`config.mk`:
```
export PLATFORM = sky130hd
export DESIGN_NAME = random_start_slot_allocator
export DESIGN_NICKNAME = d
export VERILOG_FILES = /design/src/rtl/core/rssa_pkg.sv /design/src/rtl/core/rssa_loc_ram.sv /design/src/rtl/core/rssa_step_unit.sv /design/src/rtl/core/random_start_slot_allocator.sv
export SDC_FILE = /design/constraint.sdc
export NUM_CORES = 2
export LEC_CHECK = 0
export ABC_AREA = 1
export BUFFER_PORTS_ARGS = -buffer_cell sky130_fd_sc_hd__buf_2
export CORE_ASPECT_RATIO = 1.75
export CORE_MARGIN = 2
export CORE_UTILIZATION = 37
export CTS_CLUSTER_DIAMETER = 60
export DETAILED_ROUTE_END_ITERATION = 10
export GPL_TIMING_DRIVEN = 1
export SKIP_CTS_REPAIR_TIMING = 1
export SLEW_MARGIN = 10
export SYNTH_ARGS = -nofsm -noshare
export SYNTH_HDL_FRONTEND = slang
export SYNTH_HIERARCHICAL = 1
export SYNTH_SLANG_ARGS = --single-unit
```
`constraint.sdc`:
```
create_clock -name clk -period 9.49 [get_ports clk]
set_input_delay 0 -clock clk [delete_from_list [all_inputs] [get_ports clk]]
set_output_delay 0 -clock clk [all_outputs]
set_load 0.03 [all_outputs]
```
`src/rtl/core/rssa_pkg.sv`:
```
`timescale 1ns / 1ps

package rssa_pkg;

  // pool geometry
  localparam int MAX_SLOTS  = 64;
  localparam int COORD_BITS = 16;
  localparam int LOC_W      = 2 * COORD_BITS;
  localparam int IDX_W      = (MAX_SLOTS > 1) ? $clog2(MAX_SLOTS) : 1;
  localparam int CNT_W      = $clog2(MAX_SLOTS + 1);
  localparam int ALU_W      = CNT_W + 1;

  // fixed port widths
  localparam int CFG_W      = 7;
  localparam int SIDX_W     = 6;
  localparam int START_W    = 6;
  localparam int START_CW   = $clog2(START_W);
  localparam int AGENT_W    = 32;
  localparam int FREE_W     = 7;

  typedef enum logic [1:0] {
    CMD_LOAD    = 2'd0,
    CMD_REQUEST = 2'd1,
    CMD_RELEASE = 2'd2,
    CMD_NOP     = 2'd3
  } cmd_t;

  typedef enum logic [1:0] {
    ST_OK         = 2'd0,
    ST_NONE_FREE  = 2'd1,
    ST_UNKNOWN    = 2'd2,
    ST_LOAD_RANGE = 2'd3
  } status_t;

  typedef enum logic {
    ALU_SUB = 1'b0,
    ALU_INC = 1'b1
  } alu_op_t;

  typedef struct packed {
    alu_op_t          op;
    logic [ALU_W-1:0] a;
    logic [ALU_W-1:0] b;
  } alu_req_t;

  typedef struct packed {
    logic [ALU_W-1:0] res;
    logic             flag;
  } alu_rsp_t;

endpackage

```
`src/rtl/core/rssa_loc_ram.sv`:
```
`timescale 1ns / 1ps

module rssa_loc_ram (
  input  logic                       clk,
  input  logic                       wr_en,
  input  logic [rssa_pkg::IDX_W-1:0] wr_addr,
  input  logic [rssa_pkg::LOC_W-1:0] wr_data,
  input  logic [rssa_pkg::IDX_W-1:0] rd_addr,
  output logic [rssa_pkg::LOC_W-1:0] rd_data
);
  import rssa_pkg::*;

  logic [LOC_W-1:0] mem_r [MAX_SLOTS];
  logic [LOC_W-1:0] rd_data_r;

  always_ff @(posedge clk) begin
    if (wr_en) begin
      mem_r[wr_addr] <= wr_data;
    end
  end

  always_ff @(posedge clk) begin
    rd_data_r <= mem_r[rd_addr];
  end

  assign rd_data = rd_data_r;

endmodule

```
`src/rtl/core/rssa_step_unit.sv`:
```
`timescale 1ns / 1ps

module rssa_step_unit (
  input  rssa_pkg::alu_req_t req,
  output rssa_pkg::alu_rsp_t rsp
);
  import rssa_pkg::*;

  logic [ALU_W-1:0] operand;
  logic [ALU_W:0]   diff;

  // one incrementer feeding one subtract-compare
  assign operand = (req.op == ALU_INC) ? req.a + ALU_W'(1) : req.a;
  assign diff    = {1'b0, operand} - {1'b0, req.b};

  assign rsp.flag = ~diff[ALU_W];
  assign rsp.res  = (req.op == ALU_SUB) ? diff[ALU_W-1:0] : operand;

endmodule

```
`src/rtl/core/random_start_slot_allocator.sv`:
```
// Random-start slot allocator: a pool of up to 64 slots, each holding a grid location
// (x, y) and a busy mark. A load beat with an index below the slot count writes that
// slot's location and frees it, a request beat scans circularly from start_index
// modulo the slot count and claims the first free slot, a release beat searches the
// slots in index order for a location and frees the lowest match. Every input beat
// gives exactly one result beat, which also carries the number of free slots below the
// slot count. Work is done slot by slot by a small sequencer around one shared
// subtract/compare unit and a location memory with one write port and a registered
// read port, so the block takes one beat at a time. A load or no-op beat goes straight
// to the free-slot recount; a request runs a six-step remainder, the circular scan, a
// memory fetch when a slot is claimed, then the recount; a release reads and compares
// the slots in turn, then recounts. The recount pass over the busy marks ends every
// beat. A finished result sits in an output register, so the next beat is accepted
// while it waits to be taken.
`timescale 1ns / 1ps

module random_start_slot_allocator (
  input  logic                            clk,
  input  logic                            rst_n,
  // configuration
  input  logic                            cfg_we,
  input  logic [rssa_pkg::CFG_W-1:0]      cfg_wdata,
  // input channel
  input  logic                            in_valid,
  output logic                            in_ready,
  input  logic [1:0]                      in_cmd,
  input  logic [rssa_pkg::SIDX_W-1:0]     in_slot_index,
  input  logic [rssa_pkg::COORD_BITS-1:0] in_pos_x,
  input  logic [rssa_pkg::COORD_BITS-1:0] in_pos_y,
  input  logic [rssa_pkg::START_W-1:0]    in_start_index,
  input  logic [rssa_pkg::AGENT_W-1:0]    in_requester,
  // result channel
  output logic                            out_valid,
  input  logic                            out_ready,
  output logic [1:0]                      out_status,
  output logic [rssa_pkg::SIDX_W-1:0]     out_granted_index,
  output logic [rssa_pkg::COORD_BITS-1:0] out_granted_x,
  output logic [rssa_pkg::COORD_BITS-1:0] out_granted_y,
  output logic [rssa_pkg::AGENT_W-1:0]    out_agent_echo,
  output logic [rssa_pkg::FREE_W-1:0]     out_free_total
);
  import rssa_pkg::*;

  typedef enum logic [2:0] {
    S_IDLE,
    S_MOD,
    S_REQ_SCAN,
    S_REQ_FETCH,
    S_REL_RD,
    S_REL_CMP,
    S_COUNT,
    S_DONE
  } state_t;

  state_t state_r, state_nxt;

  // configuration
  logic [CFG_W-1:0]    slot_count_r, slot_count_nxt;
  logic [CNT_W-1:0]    n_eff;

  // busy marks, one flop per slot
  logic [MAX_SLOTS-1:0] busy_r, busy_nxt;

  // working registers for the beat in flight
  logic [IDX_W-1:0]    ptr_r, ptr_nxt;
  logic [CNT_W-1:0]    steps_r, steps_nxt;
  logic [CNT_W-1:0]    cnt_r, cnt_nxt;
  logic [CNT_W-1:0]    rem_r, rem_nxt;
  logic [START_CW-1:0] bit_r, bit_nxt;
  logic [START_W-1:0]  start_r, start_nxt;
  logic [LOC_W-1:0]    key_r, key_nxt;
  status_t             status_r, status_nxt;
  logic [IDX_W-1:0]    gi_r, gi_nxt;
  logic [COORD_BITS-1:0] gx_r, gx_nxt;
  logic [COORD_BITS-1:0] gy_r, gy_nxt;
  logic [AGENT_W-1:0]  echo_r, echo_nxt;

  // output register
  logic                  out_valid_r, out_valid_nxt;
  status_t               out_status_r, out_status_nxt;
  logic [SIDX_W-1:0]     out_gi_r, out_gi_nxt;
  logic [COORD_BITS-1:0] out_gx_r, out_gx_nxt;
  logic [COORD_BITS-1:0] out_gy_r, out_gy_nxt;
  logic [AGENT_W-1:0]    out_echo_r, out_echo_nxt;
  logic [FREE_W-1:0]     out_free_r, out_free_nxt;

  // location memory and shared unit
  logic                wr_en;
  logic [IDX_W-1:0]    wr_addr;
  logic [LOC_W-1:0]    wr_data;
  logic [LOC_W-1:0]    rd_data;
  alu_req_t            alu_req;
  alu_rsp_t            alu_rsp;

  rssa_loc_ram u_loc_ram (
    .clk     (clk),
    .wr_en   (wr_en),
    .wr_addr (wr_addr),
    .wr_data (wr_data),
    .rd_addr (ptr_r),
    .rd_data (rd_data)
  );

  rssa_step_unit u_step_unit (
    .req (alu_req),
    .rsp (alu_rsp)
  );

  // count saturates at the pool size
  assign n_eff = (32'(slot_count_r) > MAX_SLOTS) ? CNT_W'(MAX_SLOTS) : CNT_W'(slot_count_r);

  assign in_ready = (state_r == S_IDLE);

  always_comb begin
    state_nxt      = state_r;
    slot_count_nxt = cfg_we ? cfg_wdata : slot_count_r;
    busy_nxt       = busy_r;
    ptr_nxt        = ptr_r;
    steps_nxt      = steps_r;
    cnt_nxt        = cnt_r;
    rem_nxt        = rem_r;
    bit_nxt        = bit_r;
    start_nxt      = start_r;
    key_nxt        = key_r;
    status_nxt     = status_r;
    gi_nxt         = gi_r;
    gx_nxt         = gx_r;
    gy_nxt         = gy_r;
    echo_nxt       = echo_r;
    out_valid_nxt  = out_valid_r & ~out_ready;
    out_status_nxt = out_status_r;
    out_gi_nxt     = out_gi_r;
    out_gx_nxt     = out_gx_r;
    out_gy_nxt     = out_gy_r;
    out_echo_nxt   = out_echo_r;
    out_free_nxt   = out_free_r;

    wr_en   = 1'b0;
    wr_addr = IDX_W'(in_slot_index);
    wr_data = {in_pos_x, in_pos_y};

    // default use of the unit: step the slot pointer, flag marks the last slot
    alu_req.op = ALU_INC;
    alu_req.a  = ALU_W'(ptr_r);
    alu_req.b  = ALU_W'(n_eff);

    unique case (state_r)
      S_IDLE: begin
        if (in_valid) begin
          start_nxt = in_start_index;
          key_nxt   = {in_pos_x, in_pos_y};
          gi_nxt    = '0;
          gx_nxt    = '0;
          gy_nxt    = '0;
          echo_nxt  = '0;
          ptr_nxt   = '0;
          cnt_nxt   = '0;
          state_nxt = S_COUNT;
          unique case (cmd_t'(in_cmd))
            CMD_LOAD: begin
              if (32'(in_slot_index) < 32'(n_eff)) begin
                wr_en = 1'b1;
                busy_nxt[IDX_W'(in_slot_index)] = 1'b0;
                status_nxt = ST_OK;
              end else begin
                status_nxt = ST_LOAD_RANGE;
              end
            end
            CMD_REQUEST: begin
              echo_nxt   = in_requester;
              status_nxt = ST_NONE_FREE;
              if (n_eff != '0) begin
                rem_nxt   = '0;
                bit_nxt   = START_CW'(START_W - 1);
                state_nxt = S_MOD;
              end
            end
            CMD_RELEASE: begin
              status_nxt = ST_UNKNOWN;
              if (n_eff != '0) begin
                state_nxt = S_REL_RD;
              end
            end
            CMD_NOP: begin
              status_nxt = ST_OK;
            end
            default: begin
              status_nxt = ST_OK;
            end
          endcase
        end
      end

      S_MOD: begin
        // restoring remainder, one start bit per cycle
        alu_req.op = ALU_SUB;
        alu_req.a  = {rem_r, start_r[bit_r]};
        rem_nxt    = alu_rsp.flag ? alu_rsp.res[CNT_W-1:0] : alu_req.a[CNT_W-1:0];
        if (bit_r == '0) begin
          ptr_nxt   = IDX_W'(rem_nxt);
          steps_nxt = '0;
          state_nxt = S_REQ_SCAN;
        end else begin
          bit_nxt = bit_r - START_CW'(1);
        end
      end

      S_REQ_SCAN: begin
        if (!busy_r[ptr_r]) begin
          // claim; the memory reads this slot on the same edge
          busy_nxt[ptr_r] = 1'b1;
          status_nxt      = ST_OK;
          gi_nxt          = ptr_r;
          state_nxt       = S_REQ_FETCH;
        end else if ((steps_r + CNT_W'(1)) == n_eff) begin
          ptr_nxt   = '0;
          cnt_nxt   = '0;
          state_nxt = S_COUNT;
        end else begin
          steps_nxt = steps_r + CNT_W'(1);
          ptr_nxt   = alu_rsp.flag ? '0 : IDX_W'(alu_rsp.res);
        end
      end

      S_REQ_FETCH: begin
        gx_nxt    = rd_data[LOC_W-1:COORD_BITS];
        gy_nxt    = rd_data[COORD_BITS-1:0];
        ptr_nxt   = '0;
        cnt_nxt   = '0;
        state_nxt = S_COUNT;
      end

      S_REL_RD: begin
        state_nxt = S_REL_CMP;
      end

      S_REL_CMP: begin
        if (rd_data == key_r) begin
          busy_nxt[ptr_r] = 1'b0;
          status_nxt      = ST_OK;
          ptr_nxt         = '0;
          cnt_nxt         = '0;
          state_nxt       = S_COUNT;
        end else if (alu_rsp.flag) begin
          ptr_nxt   = '0;
          cnt_nxt   = '0;
          state_nxt = S_COUNT;
        end else begin
          ptr_nxt   = IDX_W'(alu_rsp.res);
          state_nxt = S_REL_RD;
        end
      end

      S_COUNT: begin
        if (n_eff == '0) begin
          state_nxt = S_DONE;
        end else begin
          cnt_nxt = cnt_r + (busy_r[ptr_r] ? CNT_W'(0) : CNT_W'(1));
          if (alu_rsp.flag) begin
            state_nxt = S_DONE;
          end else begin
            ptr_nxt = IDX_W'(alu_rsp.res);
          end
        end
      end

      S_DONE: begin
        if (!out_valid_r || out_ready) begin
          out_valid_nxt  = 1'b1;
          out_status_nxt = status_r;
          out_gi_nxt     = SIDX_W'(gi_r);
          out_gx_nxt     = gx_r;
          out_gy_nxt     = gy_r;
          out_echo_nxt   = echo_r;
          out_free_nxt   = FREE_W'(cnt_r);
          state_nxt      = S_IDLE;
        end
      end

      default: begin
        state_nxt = S_IDLE;
      end
    endcase
  end

  always_ff @(posedge clk) begin
    if (!rst_n) begin
      state_r      <= S_IDLE;
      slot_count_r <= '0;
      busy_r       <= '0;
      out_valid_r  <= 1'b0;
    end else begin
      state_r      <= state_nxt;
      slot_count_r <= slot_count_nxt;
      busy_r       <= busy_nxt;
      out_valid_r  <= out_valid_nxt;
      ptr_r        <= ptr_nxt;
      steps_r      <= steps_nxt;
      cnt_r        <= cnt_nxt;
      rem_r        <= rem_nxt;
      bit_r        <= bit_nxt;
      start_r      <= start_nxt;
      key_r        <= key_nxt;
      status_r     <= status_nxt;
      gi_r         <= gi_nxt;
      gx_r         <= gx_nxt;
      gy_r         <= gy_nxt;
      echo_r       <= echo_nxt;
      out_status_r <= out_status_nxt;
      out_gi_r     <= out_gi_nxt;
      out_gx_r     <= out_gx_nxt;
      out_gy_r     <= out_gy_nxt;
      out_echo_r   <= out_echo_nxt;
      out_free_r   <= out_free_nxt;
    end
  end

  assign out_valid         = out_valid_r;
  assign out_status        = out_status_r;
  assign out_granted_index = out_gi_r;
  assign out_granted_x     = out_gx_r;
  assign out_granted_y     = out_gy_r;
  assign out_agent_echo    = out_echo_r;
  assign out_free_total    = out_free_r;

endmodule
```
==> results.py <==
metrics = {
    "logic_synthesis": {
        "synth_nets": 8730,
        "yosysWarnings": 6,
        "netlist_area_sq_um": 98020,
        "synth.avg_cell_area_sq_um": 11.38,
        "netlist_instances": 8617,
    },
    "sta": {
        "finalSetupTns_ps": 0,
        "slew_violations": 0,
        "finalHoldViolCount": 1,
        "holdWs_ps": -6.723,
        "finalCritPeriodShare_pct": 60.39,
        "max_slew_margin_pct": 9.216,
        "fmax_ghz": 0.1745,
        "setup-violations-final": 0,
        "finClkSkew_ps": 73.23,
        "min_period_ps": 5731,
        "rsz0062_at_grt": "false",
        "worstMarginPinSlew_ps": 1362,
    },
    "die": {
        "die_area_sq_um": 269200,
        "row_count": 250,
        "die_h_um": 684.9,
        "chipWidth_um": 393.1,
        "core_sq_um": 264300,
        "boundaryPins": 171,
        "start_util_pct": 37.09,
    },
    "clock_tree": {
        "clock_sinks": 2374,
        "htreeDepth": 4,
        "clkTransAtPathRegs_ps": 70,
        "cts_tree": "done",
        "clk_latency_ps": 930,
        "cts_root_buffer": "clkbuf_16",
        "cts_buffers": 207,
        "clockBufferDepth": 4,
    },
    "setup_path": {
        "r2r_start": "ptr_r[1]",
        "cp-startpoint": "ptr_r[1]",
        "crit_path_start_kind": "flip-flop",
        "criticalPathCategory": "flip-flop to flip-flop",
        "worstPathArrival_ps": 6220,
        "end_kind": "flip-flop",
        "worst_ep_required_time_ps": 9980,
        "cp_max_fo": 22,
    },
    "power": {
        "p_per_area_nw_per_um2": 282.7,
        "power.internal_mw": 19.54,
        "switching_power_mw": 11.82,
        "cellLeakagePower_nw": 39.83,
        "p_seq_share_pct": 39.0,
        "combPwrFrac_pct": 32.9,
        "netSwitchingFraction_pct": 37.68,
        "ir_drop_uv": 252.1,
        "clkPwrFrac_pct": 28.1,
    },
    "routing": {
        "drt_iter0_markers": 6830,
        "wl_per_cell_um": 24.22,
        "drc": 0,
        "drt-total-wl_mm": 302.3,
        "vias": 67488,
        "first_pass_iters": 6,
        "routed_via_density": 5.406,
        "ant_nets": 0,
    },
    "finish": {
        "stdcell_count": 12483,
        "nFillCells": 24208,
        "finalInstanceArea_sq_um": 111000,
        "drive_gt1_share_pct": 8.471,
        "fin_util_pct": 41.98,
        "syn2layout_area_growth_pct": 13.19,
        "nets": 8894,
    },
    "placed_design": {
        "post-place-cells": 11962,
        "portBuffers": 170,
        "hpwl_mm": 168.1,
        "placed_cell_area_sq_um": 102600,
        "place_congestion": 0.8737,
    },
    "global_route": {
        "grt_pass1_wl_mm": 436.5,
        "grt_usage_pct": 21.90,
        "antenna_found_initial": 10,
        "grt_pass1_vias": 64817,
        "grt_overflow_total": 0,
        "grt_max_degree": 206,
    },
    "outcome": {
        "violations": "negative hold slack",
        "status": "complete, but fails checks",
    },
    "flow_run": {
        "cap_viol_max_count": 0,
    },
    "min_path": {
        "hp-start": "in_requester[24]",
        "hold_path.class": "input port to flip-flop",
    },
}
[layer usage]
metal / GRT usage (%) / share of wire [%] / vias up
li1: - / - / 30417
met1: 25.24 / 36 / 33360
met5: 0 / 0.0096 / -
met2: 38.39 / 50 / 2937
met4: 13.36 / 6.9 / 4
met3: 2.893 / 6.6 / 770
[power groups by stage]
stage / logic (mW) / registers [mW] / clock network [mW]
floorplan: 6.83 / 12.3 / 0
global placement: 10.0 / 12.5 / 0
detailed placement: 10.2 / 12.5 / 0
CTS: 10.2 / 12.2 / 8.94
global route: 11.3 / 12.3 / 9.29
finish: 10.3 / 12.2 / 8.80
[cell usage in the layout (no fill, tap or decap), types with 12 or more instances in the layout]
cell              n
nand3_1        1952
edfxtp_1       2267
ha_1             22
buf_4           163
or2_2            12
nand2_1        2749
clkbuf_16       210
clkinv_2         38
bufinv_16        31
nor3_1           32
inv_1           256
dfxtp_1         107
o21ai_0          75
dlygate4sd3_1   138
clkinv_1         35
a21oi_1         114
o22ai_1          24
nor2_1          251
o31ai_1          34
clkbuf_1         40
o311ai_0         19
nor3_2           15
buf_2           170
nor2_4           61
xnor2_1          22
[stage by stage]
stage	power [mW]	hold WS, ps	setup WS (ps)
after global placement	22.49	183.6	3855
final	31.36	-6.723	3759
after detailed placement	22.62	181.2	3782
after global routing	32.80	9.956	3420
after CTS	31.37	-726.4	3738
after floorplan	19.11	98.87	2795
[cell type report]
type | instances | area, sq um | area share [%]
clock inverter | 119 | 1431 | 1.290
sequential | 2374 | 70220 | 63.29
inverter | 267 | 1039 | 0.9360
antenna | 7 | 17.52 | 0.01579
timing repair buffer | 482 | 3676 | 3.313
clock buffer | 257 | 5502 | 4.958
multi-input combinational | 5449 | 24660 | 22.22
tap | 3528 | 4414 | 3.978
[registers in the layout, indices dropped and copies added, names as in the netlist]
signal / cells
out_status: 2
echo_r: 32
out_free_total: 7
out_granted_x: 16
cnt_r: 7
rem_r: 7
gx_r: 16
gi_r: 6
start_r: 6
state_r: 3
out_agent_echo: 32
u_loc_ram/rd_data: 32
out_granted_index: 6
slot_count_r: 7
steps_r: 7
u_loc_ram/mem_r: 2048
out_valid: 1
ptr_r: 6
status_r: 2
busy_r: 64
key_r: 32
out_granted_y: 16
gy_r: 16
bit_r: 3
[critical path, cell delays in order (launching register included)]
cell      delay, ps
edfxtp_1       1050
inv_1           700
o21ai_0         610
nand2_1         150
nor2_1          210
nand2_1          90
xor2_1          280
inv_1            80
ha_1            320
or2_2           130
nand2_1          80
o31ai_1         250
buf_4           230
inv_1           220
nand3_1         180
o221ai_1        120
nor2_1          640
[final timing paths]
path                             end  slack, ps  cells after the start
setup / recovery            cnt_r[2]       3760                     16
hold / removal            echo_r[24]         -7                      4
setup reg to reg            cnt_r[2]       3760                     16
hold reg to reg   out_agent_echo[14]        420                      0
Power figures use the tool's default switching activity.
